## config.mk

```make
export PLATFORM = sky130hd
export DESIGN_NAME = tabular_text_block_deframer_flat
export DESIGN_NICKNAME = d
export VERILOG_FILES = /design/src/rtl/ttbd_pkg.sv /design/src/rtl/ttbd_req_if.sv /design/src/rtl/ttbd_rsp_if.sv /design/src/rtl/ttbd_parser.sv /design/src/rtl/ttbd_out_stage.sv /design/src/rtl/tabular_text_block_deframer.sv /design/src/flat_wrapper.sv
export SDC_FILE = /design/constraint.sdc
export NUM_CORES = 1
export LEC_CHECK = 0
export ABC_AREA = 1
export BUFFER_PORTS_ARGS = -buffer_cell sky130_fd_sc_hd__buf_2
export CAP_MARGIN = 25
export CORE_ASPECT_RATIO = 0.8
export CORE_MARGIN = 8
export CORE_UTILIZATION = 55
export DETAILED_ROUTE_END_ITERATION = 12
export GPL_ROUTABILITY_DRIVEN = 0
export GPL_TIMING_DRIVEN = 0
export PLACE_DENSITY_LB_ADDON = 0.3
export SETUP_SLACK_MARGIN = 0.05
export SLEW_MARGIN = 20
export SYNTH_ARGS = -nofsm -noshare
export SYNTH_HDL_FRONTEND = slang
export SYNTH_SLANG_ARGS = --single-unit
```

## constraint.sdc

```tcl
create_clock -name clock -period 4.7 [get_ports clock]
set_input_delay 0.47 -clock clock [delete_from_list [all_inputs] [get_ports clock]]
set_output_delay 0.47 -clock clock [all_outputs]
set_load 0.02 [all_outputs]
```

## src/rtl/ttbd_pkg.sv

```systemverilog
// Package for the tabular text block deframer: parse phases, event codes,
// header layout constants and the result item type. No dependencies.
package ttbd_pkg;

   // Last header byte position that is skipped is HEADER_END + 1.
   localparam int unsigned HEADER_END = 128;

   localparam logic [31:0] POS_DIV_LAST   = 32'd1;
   localparam logic [31:0] POS_BID_LAST   = 32'd3;
   localparam logic [31:0] POS_LEN_LAST   = 32'd7;
   localparam logic [31:0] POS_SKIP_LAST  = 32'(HEADER_END + 1);
   localparam logic [31:0] POS_PAGES_LAST = 32'(HEADER_END + 3);

   localparam logic [15:0] DIVIDER_WORD = 16'hFFFF;
   localparam logic [15:0] BLOCK_ID     = 16'd3;
   localparam logic [15:0] PAGE_END_LEN = 16'hFFFF;

   typedef enum logic [3:0] {
      PH_IDLE  = 4'd0,
      PH_DIV   = 4'd1,
      PH_BID   = 4'd2,
      PH_LEN   = 4'd3,
      PH_SKIP  = 4'd4,
      PH_PAGES = 4'd5,
      PH_LHI   = 4'd6,
      PH_LLO   = 4'd7,
      PH_TEXT  = 4'd8
   } phase_type;

   typedef enum logic [2:0] {
      EV_TEXT     = 3'd0,
      EV_EMPTY    = 3'd1,
      EV_PAGE_END = 3'd2,
      EV_BAD_DIV  = 3'd3,
      EV_BAD_ID   = 3'd4,
      EV_BAD_LEN  = 3'd5,
      EV_DONE     = 3'd6
   } event_type;

   typedef struct packed {
      logic [2:0]  event_kind;
      logic [7:0]  text_byte;
      logic [15:0] page_number;
      logic        line_end;
   } rsp_item_type;

endpackage

```

## src/rtl/ttbd_req_if.sv

```systemverilog
// Input channel of the deframer: one raw block byte and its start flag.
// Standalone; no package needed.
interface ttbd_req_if;
   logic       valid;
   logic       ready;
   logic [7:0] data_byte;
   logic       block_start;

   modport source(output valid, data_byte, block_start, input ready);
   modport sink(input valid, data_byte, block_start, output ready);
endinterface

```

## src/rtl/ttbd_rsp_if.sv

```systemverilog
// Result channel of the deframer: one event with text byte, page and line end.
// Standalone; no package needed.
interface ttbd_rsp_if;
   logic        valid;
   logic        ready;
   logic [2:0]  event_kind;
   logic [7:0]  text_byte;
   logic [15:0] page_number;
   logic        line_end;

   modport source(output valid, event_kind, text_byte, page_number, line_end,
                  input ready);
   modport sink(input valid, event_kind, text_byte, page_number, line_end,
                output ready);
endinterface

```

## src/rtl/ttbd_parser.sv

```systemverilog
// Parse state machine and counters of the deframer; one byte per step.
// Depends on ttbd_pkg.
module ttbd_parser import ttbd_pkg::*; (
   input  logic         clock,
   input  logic         reset,
   input  logic         step,
   input  logic [7:0]   data_byte,
   input  logic         block_start,
   output logic         fire,
   output rsp_item_type item
);

   phase_type   phase_ff, phase_in, phase_cur;
   logic [31:0] pos_ff, pos_in, pos_cur;
   logic [31:0] blen_ff, blen_in;
   logic [31:0] shift_ff, shift_in, shift_cur, shift_next;
   logic [15:0] ptotal_ff, ptotal_in;
   logic [15:0] pidx_ff, pidx_in, pidx_cur;
   logic [14:0] lrem_ff, lrem_in, lrem_dec;
   logic [15:0] half_word;
   logic [15:0] line_len;
   logic        more;

   // A start byte restarts the parser at position zero of the divider.
   always_comb begin
      phase_cur  = block_start ? PH_DIV : phase_ff;
      pos_cur    = block_start ? '0 : pos_ff;
      shift_cur  = block_start ? '0 : shift_ff;
      pidx_cur   = block_start ? '0 : pidx_ff;
      shift_next = {shift_cur[23:0], data_byte};
      half_word  = shift_next[15:0];
      line_len   = {shift_cur[7:0], data_byte};
      lrem_dec   = lrem_ff - 15'd1;
      more       = !ptotal_ff[15] && (pidx_cur < ptotal_ff) &&
                   !blen_ff[31] && (pos_cur < blen_ff);
   end

   // Next state and next counter values
   always_comb begin
      phase_in  = phase_cur;
      pos_in    = pos_cur + 32'd1;
      blen_in   = blen_ff;
      shift_in  = shift_cur;
      ptotal_in = ptotal_ff;
      pidx_in   = pidx_cur;
      lrem_in   = lrem_ff;
      case (phase_cur)
         PH_IDLE: begin
            pos_in = pos_ff;
         end
         PH_DIV: begin
            shift_in = {16'd0, half_word};
            if (pos_cur == POS_DIV_LAST) begin
               if (half_word == DIVIDER_WORD) begin
                  shift_in = '0;
                  phase_in = PH_BID;
               end else begin
                  phase_in = PH_IDLE;
               end
            end
         end
         PH_BID: begin
            shift_in = {16'd0, half_word};
            if (pos_cur == POS_BID_LAST) begin
               if (half_word == BLOCK_ID) begin
                  shift_in = '0;
                  phase_in = PH_LEN;
               end else begin
                  phase_in = PH_IDLE;
               end
            end
         end
         PH_LEN: begin
            shift_in = shift_next;
            if (pos_cur == POS_LEN_LAST) begin
               blen_in  = shift_next;
               shift_in = '0;
               phase_in = PH_SKIP;
            end
         end
         PH_SKIP: begin
            if (pos_cur == POS_SKIP_LAST) begin
               phase_in = PH_PAGES;
            end
         end
         PH_PAGES: begin
            shift_in = {16'd0, half_word};
            if (pos_cur == POS_PAGES_LAST) begin
               ptotal_in = half_word;
               shift_in  = '0;
               phase_in  = PH_LHI;
            end
         end
         PH_LHI: begin
            if (more) begin
               shift_in = {24'd0, data_byte};
               phase_in = PH_LLO;
            end else begin
               phase_in = PH_IDLE;
            end
         end
         PH_LLO: begin
            shift_in = '0;
            if (line_len == PAGE_END_LEN) begin
               pidx_in  = pidx_cur + 16'd1;
               phase_in = PH_LHI;
            end else if (line_len[15]) begin
               phase_in = PH_IDLE;
            end else if (line_len == 16'd0) begin
               phase_in = PH_LHI;
            end else begin
               lrem_in  = line_len[14:0];
               phase_in = PH_TEXT;
            end
         end
         PH_TEXT: begin
            lrem_in = lrem_dec;
            if (lrem_dec == 15'd0) begin
               phase_in = PH_LHI;
            end
         end
         default: begin
            phase_in = PH_IDLE;
         end
      endcase
   end

   // Event outputs
   always_comb begin
      fire             = 1'b0;
      item.event_kind  = EV_TEXT;
      item.text_byte   = '0;
      item.page_number = pidx_cur;
      item.line_end    = 1'b0;
      case (phase_cur)
         PH_DIV: begin
            if (pos_cur == POS_DIV_LAST && half_word != DIVIDER_WORD) begin
               fire            = 1'b1;
               item.event_kind = EV_BAD_DIV;
            end
         end
         PH_BID: begin
            if (pos_cur == POS_BID_LAST && half_word != BLOCK_ID) begin
               fire            = 1'b1;
               item.event_kind = EV_BAD_ID;
            end
         end
         PH_LHI: begin
            if (!more) begin
               fire            = 1'b1;
               item.event_kind = EV_DONE;
            end
         end
         PH_LLO: begin
            fire = 1'b1;
            if (line_len == PAGE_END_LEN) begin
               item.event_kind = EV_PAGE_END;
            end else if (line_len[15]) begin
               item.event_kind = EV_BAD_LEN;
            end else if (line_len == 16'd0) begin
               item.event_kind = EV_EMPTY;
            end else begin
               fire = 1'b0;
            end
         end
         PH_TEXT: begin
            fire           = 1'b1;
            item.text_byte = data_byte;
            item.line_end  = (lrem_dec == 15'd0);
         end
         default: begin
            fire = 1'b0;
         end
      endcase
   end

   always_ff @(posedge clock) begin
      if (reset) begin
         phase_ff  <= PH_IDLE;
         pos_ff    <= '0;
         blen_ff   <= '0;
         shift_ff  <= '0;
         ptotal_ff <= '0;
         pidx_ff   <= '0;
         lrem_ff   <= '0;
      end else if (step) begin
         phase_ff  <= phase_in;
         pos_ff    <= pos_in;
         blen_ff   <= blen_in;
         shift_ff  <= shift_in;
         ptotal_ff <= ptotal_in;
         pidx_ff   <= pidx_in;
         lrem_ff   <= lrem_in;
      end
   end

endmodule

```

## src/rtl/ttbd_out_stage.sv

```systemverilog
// Result register of the deframer: holds one event until the sink takes it.
// Depends on ttbd_pkg.
module ttbd_out_stage import ttbd_pkg::*; (
   input  logic         clock,
   input  logic         reset,
   input  logic         load,
   input  rsp_item_type load_item,
   output logic         can_load,
   output logic         out_valid,
   input  logic         out_ready,
   output rsp_item_type out_item
);

   logic         valid_ff, valid_in;
   rsp_item_type item_ff;

   // Free when empty or when the held event leaves this cycle.
   assign can_load  = !valid_ff || out_ready;
   assign valid_in  = load || (valid_ff && !out_ready);
   assign out_valid = valid_ff;
   assign out_item  = item_ff;

   always_ff @(posedge clock) begin
      if (reset) begin
         valid_ff <= 1'b0;
      end else begin
         valid_ff <= valid_in;
      end
   end

   always_ff @(posedge clock) begin
      if (load) begin
         item_ff <= load_item;
      end
   end

endmodule

```

## src/rtl/tabular_text_block_deframer.sv

```systemverilog
// Tabular text block deframer: one block byte in per transfer, at most one event out.
// Latency: an event is offered on rsp_chan the cycle after the byte's transfer.
// Throughput: one byte per cycle; the parser state updates in the transfer cycle.
// The result register decouples the sides; req_chan stalls only while it is full and held.
// Reset (synchronous, active high): parser idle waiting for a start byte, all counters
// cleared, result register empty. Depends on ttbd_pkg, ttbd_req_if, ttbd_rsp_if.
module tabular_text_block_deframer import ttbd_pkg::*; (
   input logic       clock,
   input logic       reset,
   ttbd_req_if.sink   req_chan,
   ttbd_rsp_if.source rsp_chan
);

   logic         req_xfer;    // input transfer this cycle
   logic         ev_fire;     // the byte produces an event
   logic         stage_free;
   rsp_item_type ev_item;
   rsp_item_type held_item;

   assign req_chan.ready = stage_free;
   assign req_xfer       = req_chan.valid && stage_free;

   // Byte parser: divider, block id, length, header skip, page count, lines.
   ttbd_parser u_parser (
      .clock       (clock),
      .reset       (reset),
      .step        (req_xfer),
      .data_byte   (req_chan.data_byte),
      .block_start (req_chan.block_start),
      .fire        (ev_fire),
      .item        (ev_item)
   );

   // Result register; only bytes that produce an event load it.
   ttbd_out_stage u_out (
      .clock     (clock),
      .reset     (reset),
      .load      (req_xfer && ev_fire),
      .load_item (ev_item),
      .can_load  (stage_free),
      .out_valid (rsp_chan.valid),
      .out_ready (rsp_chan.ready),
      .out_item  (held_item)
   );

   assign rsp_chan.event_kind  = held_item.event_kind;
   assign rsp_chan.text_byte   = held_item.text_byte;
   assign rsp_chan.page_number = held_item.page_number;
   assign rsp_chan.line_end    = held_item.line_end;

endmodule

```

## src/flat_wrapper.sv

```systemverilog
// flat-port wrapper written by rule: the top's interface ports become plain ports
module tabular_text_block_deframer_flat import ttbd_pkg::*;
  (clock, reset, req_chan_valid, req_chan_data_byte, req_chan_block_start, req_chan_ready, rsp_chan_valid, rsp_chan_event_kind, rsp_chan_text_byte, rsp_chan_page_number, rsp_chan_line_end, rsp_chan_ready);
  ttbd_req_if req_chan_i ();
  ttbd_rsp_if rsp_chan_i ();
  input logic clock;
  input logic reset;
  input wire logic [$bits(req_chan_i.valid)-1:0] req_chan_valid;
  input wire logic [$bits(req_chan_i.data_byte)-1:0] req_chan_data_byte;
  input wire logic [$bits(req_chan_i.block_start)-1:0] req_chan_block_start;
  output wire logic [$bits(req_chan_i.ready)-1:0] req_chan_ready;
  output wire logic [$bits(rsp_chan_i.valid)-1:0] rsp_chan_valid;
  output wire logic [$bits(rsp_chan_i.event_kind)-1:0] rsp_chan_event_kind;
  output wire logic [$bits(rsp_chan_i.text_byte)-1:0] rsp_chan_text_byte;
  output wire logic [$bits(rsp_chan_i.page_number)-1:0] rsp_chan_page_number;
  output wire logic [$bits(rsp_chan_i.line_end)-1:0] rsp_chan_line_end;
  input wire logic [$bits(rsp_chan_i.ready)-1:0] rsp_chan_ready;
  assign req_chan_i.valid = req_chan_valid;
  assign req_chan_i.data_byte = req_chan_data_byte;
  assign req_chan_i.block_start = req_chan_block_start;
  assign req_chan_ready = req_chan_i.ready;
  assign rsp_chan_valid = rsp_chan_i.valid;
  assign rsp_chan_event_kind = rsp_chan_i.event_kind;
  assign rsp_chan_text_byte = rsp_chan_i.text_byte;
  assign rsp_chan_page_number = rsp_chan_i.page_number;
  assign rsp_chan_line_end = rsp_chan_i.line_end;
  assign rsp_chan_i.ready = rsp_chan_ready;
  tabular_text_block_deframer u_core (.clock(clock), .reset(reset), .req_chan(req_chan_i), .rsp_chan(rsp_chan_i));
endmodule
```

==> results of run 1 <==
## layout make-up
cell class              instances  area, sq um  area share
plain buffers                  51        239.0     0.02186
clock buffers                  21        491.7     0.04497
clock inverters                11        85.08    0.007781
inverters                     221        832.0     0.07610
multi-input cells             981         5129      0.4690
flip-flops and latches        168         3643      0.3332
well taps                     225        281.5     0.02575
repair buffers                 42        232.7     0.02128
## cells in the mapped netlist (3+ instances only)
cell      instances
nand4_1          25
nor4_1            8
clkbuf_1         35
nand2_2          14
a21oi_1         133
buf_2             8
nor3_1           38
nand3_1          53
nor3_2            3
o21a_1            3
xor2_1           13
xnor2_1           9
a211oi_1          6
nand2_1         292
inv_1           209
buf_6             4
nor2_4            8
edfxtp_1         28
nor2_1          147
nand4_2           5
dfxtp_1         140
a31oi_1          20
ha_1             49
nor2_2           11
inv_2            10
o21ai_0         120
## report_power, final
group	switching (uW)	internal, uW
clock network	611	757
registers	11.9	1480
logic	194	62.3
## logic make-up (layout without fill, tap and decap cells)
family,Yosys count,after routing,share of synthesized area
buffers and inverters,272,346,0.1088
XOR/XNOR,22,22,0.01958
AO/OA/AOI/OAI,293,293,0.1567
flip-flops,168,168,0.3702
AND/OR/NAND/NOR,617,617,0.2824
adder cells (fa/ha/maj),49,49,0.06229
## flip-flops by register name (all words and copies together), names as in the netlist
| name | flops |
|---|---|
| u_core.u_parser.blen_ff | 32 |
| u_core.u_parser.pos_ff | 32 |
| u_core.u_out.out_item | 28 |
| u_core.u_parser.shift_ff | 24 |
| u_core.u_parser.pidx_ff | 16 |
| u_core.u_parser.ptotal_ff | 16 |
| u_core.u_parser.lrem_ff | 15 |
| u_core.u_parser.phase_ff | 4 |
| u_core.u_out.out_valid | 1 |
## metal layers
layer  GRT usage  part of all wire  vias up
li1            -                 -     4766
met1      0.3827              0.44     4540
met2      0.3954              0.42      515
met3     0.06318              0.12       69
met4     0.08020             0.025        0
met5           0                 0        -
## through the flow
step / TNS, ps / total power [uW] / std cells / area [sq um] / setup WS (ps)
after detailed placement: -750.3 / 1766 / 1688 / 10360 / -39.74
after global routing: 0 / 3207 / 1720 / 10930 / 91.00
after global placement: -8909 / 1761 / 1687 / 10330 / -321.9
after CTS: 0 / 3110 / 1720 / 10930 / 397.9
after floorplan: 0 / 1676 / 1421 / 9843 / 1229
final: 0 / 3117 / 1720 / 10930 / 298.0
## critical path: cells and delay by family
kind / cells / cell delay, ps
buf+inv: 7 / 2310
simple gates: 10 / 1420
fa+ha+maj: 1 / 290
## worst max path at each step
stage	from	to	slack (ps)	cells after the start
final	req_chan_block_start	u_core.u_out.out_item[13]$_DFFE_PP_	300	18
after global routing	req_chan_block_start	u_core.u_out.out_item[13]$_DFFE_PP_	90	18
after CTS	req_chan_block_start	u_core.u_out.out_item[13]$_DFFE_PP_	400	18
after detailed placement	req_chan_block_start	u_core.u_out.out_item[13]$_DFFE_PP_	-40	18
after global placement	req_chan_block_start	u_core.u_out.out_item[16]$_DFFE_PP_	-320	17
after floorplan	req_chan_block_start	u_core.u_out.out_item[0]$_SDFFCE_PN0P_	1230	16
==> metrics.md, run 1 <==
| Metric | Value |
|---|---|
| RSZ-0062 raised after global routing | false |
| Slowest cell on crit path | clkbuf_1 |
| Vias | 9890 |
| Syn_nets | roughly 1500 |
| Core area | roughly 17000 sq um |
| Antenna Nets Post-Route | 0 |
| First-pass GRT wire length | between 40000 and 50000 microns |
| Minimum clock period | approximately 4400 ps |
| Synth area leaders | dfxtp_1, nand2_1, edfxtp_1 |
| Clk Latency, worst-skew pair | between 400 and 500 ps |
| Pin count of the biggest net entering global routing | 21 |
| Crit Path Class | input port to flop |
| R2r setup slk | roughly 1300 ps |
| Hold_ws | 335.3 ps |
| Area grow syn2layout | 11.08% |
| RR Endpoint | u_core.u_out.out_item[13]$_DFFE_PP_ |
| # rows | 43 |
| # IOs | 43 |
| Starting Density | 0.5647 |
| Hold_buf cts | 0 |
| FF-to-FF path depth | 10 |
| Req. time, crit path | about 4800 ps |
| Syn avg cell area | around 6.9 sq um |
| Slew Limit Fails | 0 |
| Cell variety after synth | 47 |
| Layout cells sized above 1 | 0.09967 |
| Crit-path cells | buf_2, buf_6, buf_6, clkbuf_1, clkbuf_1, nor2_1, ha_1, nand2_1, nor2_1, nand4_1, nor4_1, nand2_1, nand3_1, nand2_1, nand4_1, nand2_1, inv_1, buf_16 |
| Iter 0 DRT Violations | 1343 |
| Die H | 135.7 microns |
| Cells after synthesis | ~1400 |
| N_diodes | 0 |
| Setup-failing EPs final | 0 |
| Final nets | between 1500 and 2000 |
| Post-CTS setup buffer count | 0 |
| Clock Skew | 9.937 ps |
| Sequential area share after synthesis | 0.3702 |
| Avg WL per Cell | approximately 17 microns |
| PwrDens | between 200 and 300 nW/um^2 |
| Post-synth EDFFs | 28 |
| Residual DRC count | 0 |
| Max Cap Viol | 0 |
| Worst vdd ir | between 200 and 250 uV |
| Clock Sinks | about 170 |
| Mapped Area | slightly below 10000 sq um |
| Gr ovfl total | 0 |
| WHS Endpoint | u_core.u_out.out_valid$_SDFF_PP0_ |
| Number of global-route vias before repair | between 9000 and 10000 |
| CP most frequent cell | nand2_1 |
| LEAKAGE | ~0.0047 uW |
| Async set-reset flop share out of synthesis | 0 |
| Fin crit share | 0.9366 |
| Fmax achieved | 227.2 MHz |
| Detailed Place HPWL | between 20000 and 25000 microns |
| Resize count post-CTS | 0 |
| Area leader, netlist | dfxtp_1 |
| Die Wd | approximately 170 microns |
| Total track usage | 0.2690 |
| Num CTS Buffers | 17 |
| Post-synth top area share | 0.2847 |
| Worst Path Max Fanout | 20 |
| Antenna violations before repair | 0 |
| Hold Path Origin | rsp_chan_ready |
| Hold path cells | 4 |
| Arr. time, crit path | about 4500 ps |
| Slew margin rel. | 0.3998 |
| Hold Fails Final Rpt | 0 |
| Commonest non-fill, non-tap cell in the layout | nand2_1 |
| Ys Warns | 0 |
| R2R Path Start | u_core.u_parser.shift_ff[5]$_SDFFE_PP0P_ |
| CTS tree | done |
| Synth Flop Type | dfxtp_1 |
| Die Area | roughly 22000 sq um |
| Element type at the critical path start | input port |
| Crit. End Element | flop |
| Core Util, Final | 0.6273 |
| CTS HTree Levels | 4 |
| I/O Buffers | 41 |
| Status | finished clean |
| Most frequent cells in the layout | nand2_1, inv_1, nor2_1 |
| Clock buffer depth | 2 |
| Worst slew pin tran | between 900 and 1000 ps |
| Reg clk slew, reported paths | approximately 60 ps |
| CP peak stage delay | 580 ps |
| Worst hold-check path type | input port to flop |
| #FFs+latches synth | around 170 |
| Vias per cell | about 5.8 |
| Clock root cell | clkbuf_16 |
| Fill count | 1555 |
| First-pass DRT Iterations | 6 |
| Final wirelength | about 30000 microns |
Note: power is estimated with default switching activity, not from simulation.
==> run 2: changes to the inputs <==
--- a/config.mk
+++ b/config.mk
@@ -8,9 +8,11 @@
 export ABC_AREA = 1
 export BUFFER_PORTS_ARGS = -buffer_cell sky130_fd_sc_hd__buf_2
 export CAP_MARGIN = 25
+export CELL_PAD_IN_SITES_DETAIL_PLACEMENT = 1
+export CELL_PAD_IN_SITES_GLOBAL_PLACEMENT = 1
 export CORE_ASPECT_RATIO = 0.8
 export CORE_MARGIN = 8
-export CORE_UTILIZATION = 55
+export CORE_UTILIZATION = 45
 export DETAILED_ROUTE_END_ITERATION = 12
 export GPL_ROUTABILITY_DRIVEN = 0
 export GPL_TIMING_DRIVEN = 0
==> run 2 against run 1 <==
Compared with the run above: total power is 1.6% higher; final area rose by 0.41%; routed wire length is 13% higher; die area up 20%; combinational power rose by 2%; final cell count rose by 2.8%; count of clock-buffer cells in the layout down 3; first-iteration DRC count fell by 39%; worst setup slack gained 370 ps; clock power grew 3%; register-to-register slack barely moved.
==> metrics.md, run 2 (synthesis gave the netlist of run 1 again) <==
| Metric | Value |
|---|---|
| Clock buffer depth | 2 (unchanged) |
| Post-CTS setup buffer count | 0 (unchanged) |
| Resize count post-CTS | 0 (unchanged) |
| Die Area | 26890 sq um (+20%) |
| Core area | 21500 sq um (+23%) |
| Hold_buf cts | 0 (unchanged) |
| Die Wd | 181.4 microns (+9.5%) |
| R2R Path Start | u_core.u_parser.pos_ff[31]$_SDFFE_PP0P_ |
| Die H | 148.3 microns (+9.3%) |
| Crit. End Element | flop |
| Minimum clock period | 4033 ps (-368.9 ps) |
| CP peak stage delay | 460 ps (-120 ps) |
| Gr ovfl total | 0 (unchanged) |
| Final std cells w/o fill | 1769 (+2.8%) |
| Starting Density | 0.4578 (-0.1069) |
| Arr. time, crit path | 4180 ps (-360 ps) |
| Post-route cell area | 10980 sq um (+0.41%) |
| Clock root cell | clkbuf_16 |
| Worst vdd ir | 187.9 uV (-11%) |
| # rows | 48 (+12%) |
| Clk Latency, worst-skew pair | 440 ps (about the same) |
| Most frequent cells in the layout | nand2_1, inv_1, nor2_1 |
| Hold Path Origin | rsp_chan_ready |
| Worst slew pin tran | 1083 ps (+182.5 ps) |
| Cell count after placement | 1738 (+3.0%) |
| Residual DRC count | 0 (unchanged) |
| RSZ-0062 raised after global routing | false |
| Slew margin rel. | 0.2781 (-0.1217) |
| Area after DPL | 10420 sq um (+0.60%) |
| Crit Path Class | input port to flop |
| Status | finished clean |
| Slowest cell on crit path | clkbuf_1 |
| CTS HTree Levels | 4 (unchanged) |
| Final wirelength | 34040 microns (+13%) |
| Vias per cell | 5.629 (-2.1%) |
| Worst hold-check path type | input port to flop |
| First-pass GRT wire length | 53910 microns (+14%) |
| Crit path launch | req_chan_block_start |
| Vias | 9957 (+0.68%) |
| Antenna violations before repair | 0 (unchanged) |
| Area grow syn2layout | 11.54% |
| Iter 0 DRT Violations | 822 (-39%) |
| Final nets | 1543 (-0.065%) |
| Clock Sinks | 168 (unchanged) |
| I/O Buffers | 41 (unchanged) |
| PwrDens | 288.3 nW/um^2 (+1.2%) |
| CTS tree | done |
| Detailed Place HPWL | 25930 microns (+17%) |
| Total track usage | 0.2516 (-0.01739) |
| Worst Path Max Fanout | 20 (unchanged) |
| CP Buf/Inv Count | 6 (-1) |
| # IOs | 43 (unchanged) |
| Crit-path cells | buf_2, buf_6, buf_6, clkbuf_1, nor2_1, ha_1, nand2_1, nor2_1, nand4_1, nor4_1, nand2_1, nand3_1, nand2_1, nand4_1, nand2_1, inv_1, buf_16 |
| Final setup margin | 666.9 ps (+368.9 ps) |
| LEAKAGE | 0.004699 uW (-0.14%) |
| Layout cells sized above 1 | 0.09772 (-0.001941) |
| Clock Skew | 14.02 ps (+4.079 ps) |
| Max Cap Viol | 0 (unchanged) |
| Setup-failing EPs final | 0 (unchanged) |
| Element type at the critical path start | input port |
| Final Power | 3165 uW (+1.6%) |
| Hold Fails Final Rpt | 0 (unchanged) |
| Avg WL per Cell | 19.24 microns (+10%) |
| Commonest non-fill, non-tap cell in the layout | nand2_1 |
| Grt met2 use | 0.4019 (+0.006519) |
| First-pass DRT Iterations | 5 (-1) |
| Fin crit share | 0.8581 (-0.07850) |
| Antenna Nets Post-Route | 0 (unchanged) |
| N_diodes | 0 (unchanged) |
| Fmax achieved | 247.9 MHz (+9.1%) |
| GR Layer Usage met3 | 0.03657 (-0.02662) |
| CP most frequent cell | nand2_1 |
| Top delay family on crit path | buffers and inverters |
| Busiest layer in global routing | met2 |
| Number of global-route vias before repair | 10180 (+13%) |
| Reg clk slew, reported paths | 70 ps (about the same) |
| Pin count of the biggest net entering global routing | 21 (unchanged) |
| Dpl ws | -141.8 ps (-102.1 ps) |
| M1 GR Usage | 0.3459 (-0.03678) |
| Req. time, crit path | 4840 ps (about the same) |
| Slew Limit Fails | 0 (unchanged) |
| Num CTS Buffers | 17 (unchanged) |
run 2: cell types whose count changed in the layout (fill, tap and decap cells not counted):
| cell | change |
|---|---|
| bufinv_16 | +1 |
| clkbuf_16 | -1 |
| clkbuf_8 | -3 |
| clkinv_1 | +2 |
| clkinv_2 | -1 |
| clkinv_4 | -1 |
| clkinvlp_4 | -2 |
| inv_4 | -2 |
| inv_6 | +6 |
run 2: worst reg2reg max path: stages, from the launching register on:
cell	delay [ps]
dfxtp_1	360
inv_1	50
nor2_1	240
ha_1	190
nand2_1	80
nor2_1	140
nand4_1	240
nor4_1	440
nand2_1	160
nand3_1	140
nand2_1	140
nand4_1	120
nand2_1	90
inv_1	440
buf_16	240
run 2: layout make-up:
cell class	instances	area (sq um)
fillers	2871	10520
multi-input cells	981	5129
flip-flops and latches	168	3643
inverters	221	832.0
clock buffers	18	429.2
well taps	275	344.1
plain buffers	50	235.2
repair buffers	42	232.7
clock inverters	14	133.9
run 2: path summary, 6_finish.rpt:
kind	to	slack [ps]	cells after the start
worst max-delay path	u_core.u_out.out_item[15]$_DFFE_PP_	670	17
worst min-delay path	u_core.u_out.out_valid$_SDFF_PP0_	350	4
worst max register to register	u_core.u_out.out_item[15]$_DFFE_PP_	1310	14
worst min register to register	u_core.u_parser.blen_ff[0]$_SDFFE_PP0P_	460	2
run 2: routing by layer:
metal  vias to the layer above  share of wire
li1                       4763              -
met1                      4916           0.48
met2                       234           0.44
met3                        44          0.056
met4                         0          0.022
met5                         -              0
run 2: power breakdown:
part | switching, uW | internal [uW] | total, uW | leakage [uW]
Combinational | 200 | 62.3 | 263 | 0.00304
Clock | 667 | 745 | 1410 | 0.000277
Sequential | 12.8 | 1480 | 1490 | 0.00138
Total | 880 | 2290 | 3170 | 0.00470
run 2: per-stage QoR:
| stage | hold slack [ps] | setup TNS [ps] | utilization |
|---|---|---|---|
| after global routing | 371.2 | 0 | 0.5106 |
| after CTS | 338.2 | 0 | 0.5108 |
| after detailed placement | 445.8 | -2787 | 0.4846 |
| after floorplan | 423.7 | 0 | - |
| final | 349.5 | 0 | 0.5106 |
| after global placement | 444.9 | -9196 | 0.4834 |
